--- src/hdl/upmx_pkg.sv ---
// ----------------------------------------------------------------------------
// upmx_pkg
// Shared types, constants and helpers for the stereo to 5.1 upmixer core.
// ----------------------------------------------------------------------------
package upmx_pkg;

   // sample and arithmetic widths
   localparam int SAMPLE_W  = 24;
   localparam int COEF_W    = 32;
   localparam int PROD_W    = SAMPLE_W + COEF_W;
   // five products of at most 2^54 each fit in 58 bits
   localparam int ACC_W     = PROD_W + 2;

   // number of chained biquad sections on the lfe path
   localparam int FILTER_STAGES = 3;
   localparam int STAGE_W = (FILTER_STAGES > 1) ? $clog2(FILTER_STAGES) : 1;

   // rounding shifts for gains (q1.23) and coefficients (q2.30)
   localparam int GAIN_SHIFT = 23;
   localparam int COEF_SHIFT = 30;

   // fixed gains in q1.23
   localparam logic signed [COEF_W-1:0] GAIN_M4DB = 32'sd5292851;
   localparam logic signed [COEF_W-1:0] GAIN_M2DB = 32'sd6663306;

   // saturation bounds on the accumulator scale
   localparam logic signed [ACC_W-1:0] SAT_HI =
      ACC_W'((longint'(1) <<< (SAMPLE_W - 1)) - longint'(1));
   localparam logic signed [ACC_W-1:0] SAT_LO = ~SAT_HI;

   // register file
   localparam int CSR_ADDR_W = 5;
   localparam int CSR_DATA_W = 32;
   localparam logic [2:0] CSR_MODE = 3'd0;
   localparam logic [2:0] CSR_B0   = 3'd1;
   localparam logic [2:0] CSR_B1   = 3'd2;
   localparam logic [2:0] CSR_B2   = 3'd3;
   localparam logic [2:0] CSR_A1   = 3'd4;
   localparam logic [2:0] CSR_A2   = 3'd5;

   // coefficient reset values
   localparam logic signed [COEF_W-1:0] RST_B0 = 32'sd2713906;
   localparam logic signed [COEF_W-1:0] RST_B1 = 32'sd5427813;
   localparam logic signed [COEF_W-1:0] RST_B2 = 32'sd2713906;
   localparam logic signed [COEF_W-1:0] RST_A1 = -32'sd1988727133;
   localparam logic signed [COEF_W-1:0] RST_A2 = 32'sd925939787;

   typedef struct packed {
      logic signed [COEF_W-1:0] b0;
      logic signed [COEF_W-1:0] b1;
      logic signed [COEF_W-1:0] b2;
      logic signed [COEF_W-1:0] a1;
      logic signed [COEF_W-1:0] a2;
   } coef_type;

   // one operation for the shared multiply-accumulate unit
   typedef struct packed {
      logic                       valid;
      logic                       clear;
      logic                       negate;
      logic signed [SAMPLE_W-1:0] a;
      logic signed [COEF_W-1:0]   b;
   } mac_op_type;

   typedef enum logic {
      RND_GAIN,
      RND_COEF
   } rnd_sel_type;

   // one six-channel result frame
   typedef struct packed {
      logic signed [SAMPLE_W-1:0] left;
      logic signed [SAMPLE_W-1:0] center;
      logic signed [SAMPLE_W-1:0] right;
      logic signed [SAMPLE_W-1:0] left_surround;
      logic signed [SAMPLE_W-1:0] right_surround;
      logic signed [SAMPLE_W-1:0] lfe;
   } frame_type;

   typedef enum logic [3:0] {
      ST_IDLE,
      ST_MUL_L,
      ST_MUL_R,
      ST_SAVE_L,
      ST_SAVE_R,
      ST_MUL_C,
      ST_WAIT_C,
      ST_SAVE_C,
      ST_TAP,
      ST_DRAIN,
      ST_STAGE_END,
      ST_DONE
   } state_type;

   typedef enum logic [2:0] {
      TAP_X0,
      TAP_X1,
      TAP_X2,
      TAP_Y1,
      TAP_Y2
   } tap_type;

   // clamp an accumulator-scale value to the sample range
   function automatic logic signed [SAMPLE_W-1:0] sat_sample(
      input logic signed [ACC_W-1:0] v
   );
      logic signed [SAMPLE_W-1:0] r;
      if (v > SAT_HI) begin
         r = SAT_HI[SAMPLE_W-1:0];
      end else if (v < SAT_LO) begin
         r = SAT_LO[SAMPLE_W-1:0];
      end else begin
         r = v[SAMPLE_W-1:0];
      end
      return r;
   endfunction

endpackage

--- src/hdl/upmx_mac.sv ---
// ----------------------------------------------------------------------------
// upmx_mac
// Shared multiply-accumulate unit: one 24x32 signed product per cycle,
// registered, then added to or subtracted from the accumulator, with a
// round-half-up readout at the gain or the coefficient scale.
// ----------------------------------------------------------------------------
module upmx_mac (
   input  logic                                  clock,
   input  logic                                  reset,
   input  upmx_pkg::mac_op_type                  op,
   input  upmx_pkg::rnd_sel_type                 rnd_sel,
   output logic signed [upmx_pkg::ACC_W-1:0]     rnd_wide,
   output logic signed [upmx_pkg::SAMPLE_W-1:0]  rnd_sample
);

   logic signed [upmx_pkg::PROD_W-1:0] prod_ff, prod_in;
   logic                               prod_vld_ff;
   logic                               prod_clr_ff;
   logic                               prod_neg_ff;
   logic signed [upmx_pkg::ACC_W-1:0]  acc_ff, acc_in, acc_base, prod_ext;
   logic signed [upmx_pkg::ACC_W-1:0]  rnd_gain, rnd_coef;

   // multiplier stage
   assign prod_in = upmx_pkg::PROD_W'(op.a) * upmx_pkg::PROD_W'(op.b);

   always_ff @(posedge clock) begin
      if (reset) begin
         prod_vld_ff <= 1'b0;
      end else begin
         prod_vld_ff <= op.valid;
      end
      if (op.valid) begin
         prod_ff     <= prod_in;
         prod_clr_ff <= op.clear;
         prod_neg_ff <= op.negate;
      end
   end

   // accumulate stage
   always_comb begin
      prod_ext = upmx_pkg::ACC_W'(prod_ff);
      acc_base = prod_clr_ff ? '0 : acc_ff;
      acc_in   = prod_neg_ff ? (acc_base - prod_ext) : (acc_base + prod_ext);
   end

   always_ff @(posedge clock) begin
      if (prod_vld_ff) begin
         acc_ff <= acc_in;
      end
   end

   // round half up at the selected scale
   always_comb begin
      rnd_gain = (acc_ff + (upmx_pkg::ACC_W'(1) <<< (upmx_pkg::GAIN_SHIFT - 1)))
                 >>> upmx_pkg::GAIN_SHIFT;
      rnd_coef = (acc_ff + (upmx_pkg::ACC_W'(1) <<< (upmx_pkg::COEF_SHIFT - 1)))
                 >>> upmx_pkg::COEF_SHIFT;
      rnd_wide   = (rnd_sel == upmx_pkg::RND_COEF) ? rnd_coef : rnd_gain;
      rnd_sample = upmx_pkg::sat_sample(rnd_wide);
   end

endmodule

--- src/hdl/upmx_seq.sv ---
// ----------------------------------------------------------------------------
// upmx_seq
// Sequencer for one frame: gain products, then in mode 1 center and the
// chained biquad sections tap by tap, all on the shared multiply-accumulate
// unit. Holds the filter history.
// ----------------------------------------------------------------------------
module upmx_seq (
   input  logic                                  clock,
   input  logic                                  reset,
   input  logic                                  start,
   input  logic signed [upmx_pkg::SAMPLE_W-1:0]  left_in,
   input  logic signed [upmx_pkg::SAMPLE_W-1:0]  right_in,
   input  logic                                  mode,
   input  upmx_pkg::coef_type                    coef,
   input  logic                                  out_free,
   output logic                                  busy,
   output logic                                  done,
   output upmx_pkg::frame_type                   frame
);

   localparam logic [upmx_pkg::STAGE_W-1:0] LAST_STAGE =
      upmx_pkg::STAGE_W'(upmx_pkg::FILTER_STAGES - 1);

   upmx_pkg::state_type state_ff, state_in;
   upmx_pkg::tap_type   tap_ff, tap_in;
   logic [upmx_pkg::STAGE_W-1:0] stage_ff, stage_in;

   logic signed [upmx_pkg::SAMPLE_W-1:0] left_ff, right_ff;
   logic signed [upmx_pkg::SAMPLE_W-1:0] x_cur_ff;
   upmx_pkg::frame_type                  frame_ff;
   logic signed [upmx_pkg::SAMPLE_W-1:0] xh_ff [upmx_pkg::FILTER_STAGES][2];
   logic signed [upmx_pkg::SAMPLE_W-1:0] yh_ff [upmx_pkg::FILTER_STAGES][2];

   upmx_pkg::mac_op_type                 op;
   upmx_pkg::rnd_sel_type                rnd_sel;
   logic signed [upmx_pkg::ACC_W-1:0]    rnd_wide;
   logic signed [upmx_pkg::SAMPLE_W-1:0] rnd_sample;

   upmx_mac u_mac (
      .clock      (clock),
      .reset      (reset),
      .op         (op),
      .rnd_sel    (rnd_sel),
      .rnd_wide   (rnd_wide),
      .rnd_sample (rnd_sample)
   );

   // state register
   always_ff @(posedge clock) begin
      if (reset) begin
         state_ff <= upmx_pkg::ST_IDLE;
         tap_ff   <= upmx_pkg::TAP_X0;
         stage_ff <= '0;
      end else begin
         state_ff <= state_in;
         tap_ff   <= tap_in;
         stage_ff <= stage_in;
      end
   end

   // next state and unit operations
   always_comb begin
      state_in  = state_ff;
      tap_in    = tap_ff;
      stage_in  = stage_ff;
      op        = '0;
      rnd_sel   = upmx_pkg::RND_GAIN;
      done      = 1'b0;
      unique case (state_ff)
         upmx_pkg::ST_IDLE: begin
            if (start) begin
               state_in = upmx_pkg::ST_MUL_L;
            end
         end
         upmx_pkg::ST_MUL_L: begin
            op.valid = 1'b1;
            op.clear = 1'b1;
            op.a     = left_ff;
            op.b     = upmx_pkg::GAIN_M4DB;
            state_in = upmx_pkg::ST_MUL_R;
         end
         upmx_pkg::ST_MUL_R: begin
            op.valid = 1'b1;
            op.clear = 1'b1;
            op.a     = right_ff;
            op.b     = upmx_pkg::GAIN_M4DB;
            state_in = upmx_pkg::ST_SAVE_L;
         end
         upmx_pkg::ST_SAVE_L: begin
            state_in = upmx_pkg::ST_SAVE_R;
         end
         upmx_pkg::ST_SAVE_R: begin
            state_in = mode ? upmx_pkg::ST_MUL_C : upmx_pkg::ST_DONE;
         end
         upmx_pkg::ST_MUL_C: begin
            op.valid = 1'b1;
            op.clear = 1'b1;
            op.a     = frame_ff.right;
            op.b     = upmx_pkg::GAIN_M2DB;
            state_in = upmx_pkg::ST_WAIT_C;
         end
         upmx_pkg::ST_WAIT_C: begin
            state_in = upmx_pkg::ST_SAVE_C;
         end
         upmx_pkg::ST_SAVE_C: begin
            stage_in = '0;
            tap_in   = upmx_pkg::TAP_X0;
            state_in = upmx_pkg::ST_TAP;
         end
         upmx_pkg::ST_TAP: begin
            op.valid = 1'b1;
            unique case (tap_ff)
               upmx_pkg::TAP_X0: begin
                  op.clear = 1'b1;
                  op.a     = x_cur_ff;
                  op.b     = coef.b0;
                  tap_in   = upmx_pkg::TAP_X1;
               end
               upmx_pkg::TAP_X1: begin
                  op.a   = xh_ff[stage_ff][0];
                  op.b   = coef.b1;
                  tap_in = upmx_pkg::TAP_X2;
               end
               upmx_pkg::TAP_X2: begin
                  op.a   = xh_ff[stage_ff][1];
                  op.b   = coef.b2;
                  tap_in = upmx_pkg::TAP_Y1;
               end
               upmx_pkg::TAP_Y1: begin
                  op.negate = 1'b1;
                  op.a      = yh_ff[stage_ff][0];
                  op.b      = coef.a1;
                  tap_in    = upmx_pkg::TAP_Y2;
               end
               upmx_pkg::TAP_Y2: begin
                  op.negate = 1'b1;
                  op.a      = yh_ff[stage_ff][1];
                  op.b      = coef.a2;
                  tap_in    = upmx_pkg::TAP_X0;
                  state_in  = upmx_pkg::ST_DRAIN;
               end
               default: begin
                  op.valid = 1'b0;
                  tap_in   = upmx_pkg::TAP_X0;
               end
            endcase
         end
         upmx_pkg::ST_DRAIN: begin
            state_in = upmx_pkg::ST_STAGE_END;
         end
         upmx_pkg::ST_STAGE_END: begin
            rnd_sel = upmx_pkg::RND_COEF;
            if (stage_ff == LAST_STAGE) begin
               state_in = upmx_pkg::ST_DONE;
            end else begin
               stage_in = upmx_pkg::STAGE_W'(stage_ff + 1'b1);
               state_in = upmx_pkg::ST_TAP;
            end
         end
         upmx_pkg::ST_DONE: begin
            if (out_free) begin
               done     = 1'b1;
               state_in = upmx_pkg::ST_IDLE;
            end
         end
         default: begin
            state_in = upmx_pkg::ST_IDLE;
         end
      endcase
   end

   // input samples and result fields
   always_ff @(posedge clock) begin
      if (state_ff == upmx_pkg::ST_IDLE && start) begin
         left_ff         <= left_in;
         right_ff        <= right_in;
         frame_ff.center <= '0;
         frame_ff.lfe    <= '0;
      end
      if (state_ff == upmx_pkg::ST_SAVE_L) begin
         frame_ff.left          <= rnd_sample;
         frame_ff.left_surround <= upmx_pkg::sat_sample(-rnd_wide);
      end
      if (state_ff == upmx_pkg::ST_SAVE_R) begin
         frame_ff.right          <= rnd_sample;
         frame_ff.right_surround <= upmx_pkg::sat_sample(-rnd_wide);
      end
      // center is twice the rounded product; lfe path starts from its negation
      if (state_ff == upmx_pkg::ST_SAVE_C) begin
         frame_ff.center <= upmx_pkg::sat_sample(rnd_wide <<< 1);
         x_cur_ff <= upmx_pkg::sat_sample(
            -upmx_pkg::ACC_W'(upmx_pkg::sat_sample(rnd_wide <<< 1)));
      end
      // section output feeds the next section
      if (state_ff == upmx_pkg::ST_STAGE_END) begin
         x_cur_ff <= rnd_sample;
         if (stage_ff == LAST_STAGE) begin
            frame_ff.lfe <= rnd_sample;
         end
      end
   end

   // filter history, cleared by reset
   always_ff @(posedge clock) begin
      if (reset) begin
         for (int s = 0; s < upmx_pkg::FILTER_STAGES; s++) begin
            xh_ff[s][0] <= '0;
            xh_ff[s][1] <= '0;
            yh_ff[s][0] <= '0;
            yh_ff[s][1] <= '0;
         end
      end else if (state_ff == upmx_pkg::ST_STAGE_END) begin
         xh_ff[stage_ff][1] <= xh_ff[stage_ff][0];
         xh_ff[stage_ff][0] <= x_cur_ff;
         yh_ff[stage_ff][1] <= yh_ff[stage_ff][0];
         yh_ff[stage_ff][0] <= rnd_sample;
      end
   end

   assign busy  = (state_ff != upmx_pkg::ST_IDLE);
   assign frame = frame_ff;

endmodule

--- src/hdl/stereo_to_surround_upmixer_core.sv ---
// ----------------------------------------------------------------------------
// stereo_to_surround_upmixer_core
// Stereo to 5.1 upmixer with a chained biquad low-pass on the lfe channel.
// ----------------------------------------------------------------------------
// One stereo frame in, one six-channel frame out. All arithmetic runs on a
// single 24x32 multiplier with an accumulator behind it, at most one product
// per cycle. When surround_mode is 1 a frame runs through the front gains,
// the center product and each biquad section tap by tap, draining the
// multiply-accumulate pipeline before each section result, then hands the
// frame to the output register and returns to idle; when surround_mode is 0
// only the front gains are computed before the hand-over. The
// input is stalled while a frame is being worked on; a finished frame sits in
// the output register and the next frame can be taken meanwhile. Registers
// must be written only while the block is idle. Filter history is cleared by
// reset and is held while in mode 0.
// ----------------------------------------------------------------------------
module stereo_to_surround_upmixer_core (
   input  logic                                    clock,
   input  logic                                    reset,
   // input channel
   input  logic                                    req_valid,
   output logic                                    req_stall,
   input  logic signed [upmx_pkg::SAMPLE_W-1:0]    req_left_in,
   input  logic signed [upmx_pkg::SAMPLE_W-1:0]    req_right_in,
   // result channel
   output logic                                    rsp_valid,
   input  logic                                    rsp_stall,
   output logic signed [upmx_pkg::SAMPLE_W-1:0]    rsp_left_out,
   output logic signed [upmx_pkg::SAMPLE_W-1:0]    rsp_center_out,
   output logic signed [upmx_pkg::SAMPLE_W-1:0]    rsp_right_out,
   output logic signed [upmx_pkg::SAMPLE_W-1:0]    rsp_left_surround_out,
   output logic signed [upmx_pkg::SAMPLE_W-1:0]    rsp_right_surround_out,
   output logic signed [upmx_pkg::SAMPLE_W-1:0]    rsp_lfe_out,
   // register port
   input  logic                                    csr_psel,
   input  logic                                    csr_penable,
   input  logic                                    csr_pwrite,
   input  logic [upmx_pkg::CSR_ADDR_W-1:0]         csr_paddr,
   input  logic [upmx_pkg::CSR_DATA_W-1:0]         csr_pwdata,
   output logic [upmx_pkg::CSR_DATA_W-1:0]         csr_prdata,
   output logic                                    csr_pready
);

   logic               mode_ff;
   upmx_pkg::coef_type coef_ff;
   logic [2:0]         csr_idx;
   logic               csr_wr;

   logic                busy;
   logic                done;
   logic                out_free;
   upmx_pkg::frame_type frame;
   upmx_pkg::frame_type out_ff;
   logic                out_vld_ff;

   // register writes
   assign csr_pready = 1'b1;
   assign csr_idx    = csr_paddr[4:2];
   assign csr_wr     = csr_psel & csr_penable & csr_pwrite;

   always_ff @(posedge clock) begin
      if (reset) begin
         mode_ff    <= 1'b0;
         coef_ff.b0 <= upmx_pkg::RST_B0;
         coef_ff.b1 <= upmx_pkg::RST_B1;
         coef_ff.b2 <= upmx_pkg::RST_B2;
         coef_ff.a1 <= upmx_pkg::RST_A1;
         coef_ff.a2 <= upmx_pkg::RST_A2;
      end else if (csr_wr) begin
         unique case (csr_idx)
            upmx_pkg::CSR_MODE: mode_ff    <= csr_pwdata[0];
            upmx_pkg::CSR_B0:   coef_ff.b0 <= csr_pwdata;
            upmx_pkg::CSR_B1:   coef_ff.b1 <= csr_pwdata;
            upmx_pkg::CSR_B2:   coef_ff.b2 <= csr_pwdata;
            upmx_pkg::CSR_A1:   coef_ff.a1 <= csr_pwdata;
            upmx_pkg::CSR_A2:   coef_ff.a2 <= csr_pwdata;
            default: begin
            end
         endcase
      end
   end

   // register reads
   always_comb begin
      unique case (csr_idx)
         upmx_pkg::CSR_MODE: csr_prdata = {{(upmx_pkg::CSR_DATA_W-1){1'b0}}, mode_ff};
         upmx_pkg::CSR_B0:   csr_prdata = coef_ff.b0;
         upmx_pkg::CSR_B1:   csr_prdata = coef_ff.b1;
         upmx_pkg::CSR_B2:   csr_prdata = coef_ff.b2;
         upmx_pkg::CSR_A1:   csr_prdata = coef_ff.a1;
         upmx_pkg::CSR_A2:   csr_prdata = coef_ff.a2;
         default:            csr_prdata = '0;
      endcase
   end

   // frame sequencer
   assign req_stall = busy;

   upmx_seq u_seq (
      .clock    (clock),
      .reset    (reset),
      .start    (req_valid),
      .left_in  (req_left_in),
      .right_in (req_right_in),
      .mode     (mode_ff),
      .coef     (coef_ff),
      .out_free (out_free),
      .busy     (busy),
      .done     (done),
      .frame    (frame)
   );

   // output register, loads when empty or when its frame transfers
   assign out_free = !out_vld_ff || !rsp_stall;

   always_ff @(posedge clock) begin
      if (reset) begin
         out_vld_ff <= 1'b0;
      end else if (done) begin
         out_vld_ff <= 1'b1;
      end else if (!rsp_stall) begin
         out_vld_ff <= 1'b0;
      end
      if (done) begin
         out_ff <= frame;
      end
   end

   assign rsp_valid              = out_vld_ff;
   assign rsp_left_out           = out_ff.left;
   assign rsp_center_out         = out_ff.center;
   assign rsp_right_out          = out_ff.right;
   assign rsp_left_surround_out  = out_ff.left_surround;
   assign rsp_right_surround_out = out_ff.right_surround;
   assign rsp_lfe_out            = out_ff.lfe;

endmodule
--- config.mk ---
export PLATFORM = sky130hd
export DESIGN_NAME = stereo_to_surround_upmixer_core
export DESIGN_NICKNAME = d
export VERILOG_FILES = /design/src/hdl/upmx_pkg.sv /design/src/hdl/upmx_mac.sv /design/src/hdl/upmx_seq.sv /design/src/hdl/stereo_to_surround_upmixer_core.sv
export SDC_FILE = /design/constraint.sdc
export NUM_CORES = 2
export LEC_CHECK = 0
export ABC_AREA = 0
export BUFFER_PORTS_ARGS = -buffer_cell sky130_fd_sc_hd__buf_2
export CELL_PAD_IN_SITES_DETAIL_PLACEMENT = 0
export CELL_PAD_IN_SITES_GLOBAL_PLACEMENT = 1
export CORE_ASPECT_RATIO = 1.75
export CORE_MARGIN = 2
export CORE_UTILIZATION = 40
export CTS_CLUSTER_SIZE = 14
export DETAILED_ROUTE_END_ITERATION = 10
export PLACE_DENSITY = 0.73
export REMOVE_ABC_BUFFERS = 1
export SLEW_MARGIN = 20
export SYNTH_ARGS = -nofsm -noshare
export SYNTH_HDL_FRONTEND = slang
export SYNTH_SLANG_ARGS = --single-unit
--- constraint.sdc ---
create_clock -name clock -period 14 [get_ports clock]
set_input_delay 2.1 -clock clock [delete_from_list [all_inputs] [get_ports clock]]
set_output_delay 2.1 -clock clock [all_outputs]
set_load 0.01 [all_outputs]
==> out/metrics.cfg <==
[route]
wire_per_inst_um=24.2
viasPerCell=5.56
drt-total-wl_um=236000
drtIter0Drc=4197
drc=0
via_count=54400
drt_pre_antenna_iters=9
antenna_left=0

[timing]
fin_setup_tns_ps=0
finClkSkew_ps=58.0
timing.hold.ws_ps=412
period_share=0.796
maxSlewViolCount=0
worst_slew_pin_slew_ps=1210
final_hold_viol_count=0
rsz0062_at_grt=false
min_period_ps=11150
slew-limit-headroom=0.192
clock.fmax_ghz=0.0897
setup_violations=0

[placed_design]
hpwl_um=172000
gp_congestion=0.886
io_buffers=267

[final_layout]
syn2layout_area_growth_pct=9.92
nets=8352
drive_above_1_share=0.107
seqCellArea_um2=29100
multi_input_area_um2=41600
finalCoreUtilization=0.442
n_fill_cell=17600

[yosys]
syn-cell-area_um2=75200
avgSynthCellArea_um2=10.5
synth_edf_count=836
synth_cell_types=110
synth_cells=7152
yosysWarnings=0
synth_seq_cells=1034
ys.flop_type=edfxtp_1
synthArstFlopShare=0
seq_area_frac_synth=0.386

[setup_path]
slowest_delay_ps=830
arrival_ps=11570
cp_max_fo=31
cp.required_ps=14420
criticalPathCategory=flop to flop
cp-end-kind=flop
cpMostUsedCell=fa_1
startpoint_type=flop
slowest_stage=a222oi_1

[floorplanning]
core_um2=187000
start_util=0.402
rows=210
fp.dieH_um=578
die_area_um2=192000
io_pins=271
die_w_um=332

[clock_network]
ctsResizeCount=0
cts_tree=built
h-tree-depth=3
cts_max_path_buffers=3
clk_pin_slew_ps=60
ctsRootBufferMaster=clkbuf_16
hold_buffers=0
cts_setup_buffers=0
cts_sinks=1034
cts_buffers=97
clk_latency_ps=730

[pwr]
p_leak_uw=0.0339
power_uw=10800
powerDensity_nw_per_um2=130
vdd_drop_max_mv=0.117

[grt]
grt_pass1_wl_um=355000
overflow=0
grt_pass1_vias=57200
grt_max_degree=85
antenna_found_initial=12
grt_usage=0.246

[flow_run]
maxCapViolCount=0

[min_path]
hp-class=flop to flop

[run_status]
status=completed

layout by cell type (no fill, tap or decap), types with 129 or more instances in the layout:
cell type  instances
and2_1           182
o21ai_0          129
fa_1             785
xnor2_1          162
buf_4            132
nor2_1           496
edfxtp_1         836
buf_2            266
ha_1             215
dfxtp_1          192
inv_1            916
a21oi_1          347
nand2_1         1034
sequential cells by signal, summed over array words and instances, names as in the netlist, 2 cells and up, named ones only:
name and cells:
rsp_center_out 24, u_seq.state_ff 4, rsp_lfe_out 24, rsp_left_surround_out 24, rsp_left_out 24, u_seq.x_cur_ff 24
u_seq.left_ff 24, u_seq.yh_ff 192, rsp_right_out 24, u_seq.stage_ff 2, u_seq.u_mac.prod_ff 56, u_seq.frame 144
u_seq.u_mac.acc_ff 58, u_seq.xh_ff 192, coef_ff 160, u_seq.tap_ff 3, rsp_right_surround_out 24, u_seq.right_ff 24
cell families (layout without fill, tap and decap cells):
group                      Yosys count  count (layout)  synth area share
DFF                               1034            1034             0.386
muxes                              246             246            0.0493
buffers and inverters             1310            1495            0.0663
and+or+nand+nor                   2373            2373             0.145
xor gates and xnor gates           223             223            0.0261
AOI/OAI and AO/OA                  965             965            0.0821
adders and majority gates         1000            1000             0.245
other                                1               9         0.0000498
synthesized netlist by cell type, types with 130 or more instances:
cell         n  area (um2)
nor2_1     500        1880
inv_1      917        3440
o21ai_0    130         651
edfxtp_1   836       25100
xnor2_1    162        1420
nand2_1   1047        3930
clkbuf_1   331        1240
ha_1       215        2690
fa_1       785       15700
a21oi_1    359        1800
and2_1     183        1140
dfxtp_1    198        3960
worst max-delay path: cells and delay by family (launching register included):
kind | cells | cell delay, ps
adder cells (fa/ha/maj) | 8 | 4030
XOR/XNOR | 1 | 100
AND/OR/NAND/NOR | 6 | 2570
buffers and inverters | 4 | 460
AO/OA/AOI/OAI | 9 | 2940
flip-flops | 1 | 700
path summary, 6_finish.rpt:
kind | slack [ps] | depth (start not counted) | to | startpoint
min | 410 | 0 | rsp_center_out[21]$_DFFE_PP_ | u_seq.frame[117]$_SDFFCE_PN0P_
max reg2reg | 2850 | 28 | u_seq.u_mac.prod_ff[55]$_DFFE_PP_ | u_seq.state_ff[3]$_SDFFE_PP0P_
min reg2reg | 410 | 0 | rsp_center_out[21]$_DFFE_PP_ | u_seq.frame[117]$_SDFFCE_PN0P_
max | 2850 | 28 | u_seq.u_mac.prod_ff[55]$_DFFE_PP_ | u_seq.state_ff[3]$_SDFFE_PP0P_
through the flow:
step           setup WS, ps  cell area [um2]  instances
6_report               2850            82700       9783
5_1_grt                2320            82700       9780
4_1_cts                2860            82700       9775
3_5_place_dp           2860            79500       9599
3_3_place_gp           2890            79500       9599
2_1_floorplan           201            73700       6761
cell type report:
class,instances,share of cell area
well taps,2438,0.0369
clock buffers,141,0.0323
diodes,8,0.000242
flip-flops and latches,1034,0.352
clock inverters,35,0.00554
inverters,919,0.0417
repair buffers,400,0.0286
multi-input cells,4808,0.503
report_power, final:
group | switching (uW) | internal [uW] | total [uW]
logic | 2740 | 1510 | 4250
registers | 186 | 3690 | 3880
clock network | 1200 | 1450 | 2650
total | 4130 | 6650 | 10800
per-layer routing:
| layer | vias to the layer above | GRT usage | part of all wire |
|---|---|---|---|
| met3 | 643 | 0.0266 | 0.047 |
| met2 | 1940 | 0.451 | 0.53 |
| met1 | 27800 | 0.256 | 0.34 |
| met5 | - | 0 | 0.000072 |
| met4 | 4 | 0.191 | 0.091 |
| li1 | 24000 | - | - |
Power figures use the tool's default switching activity.
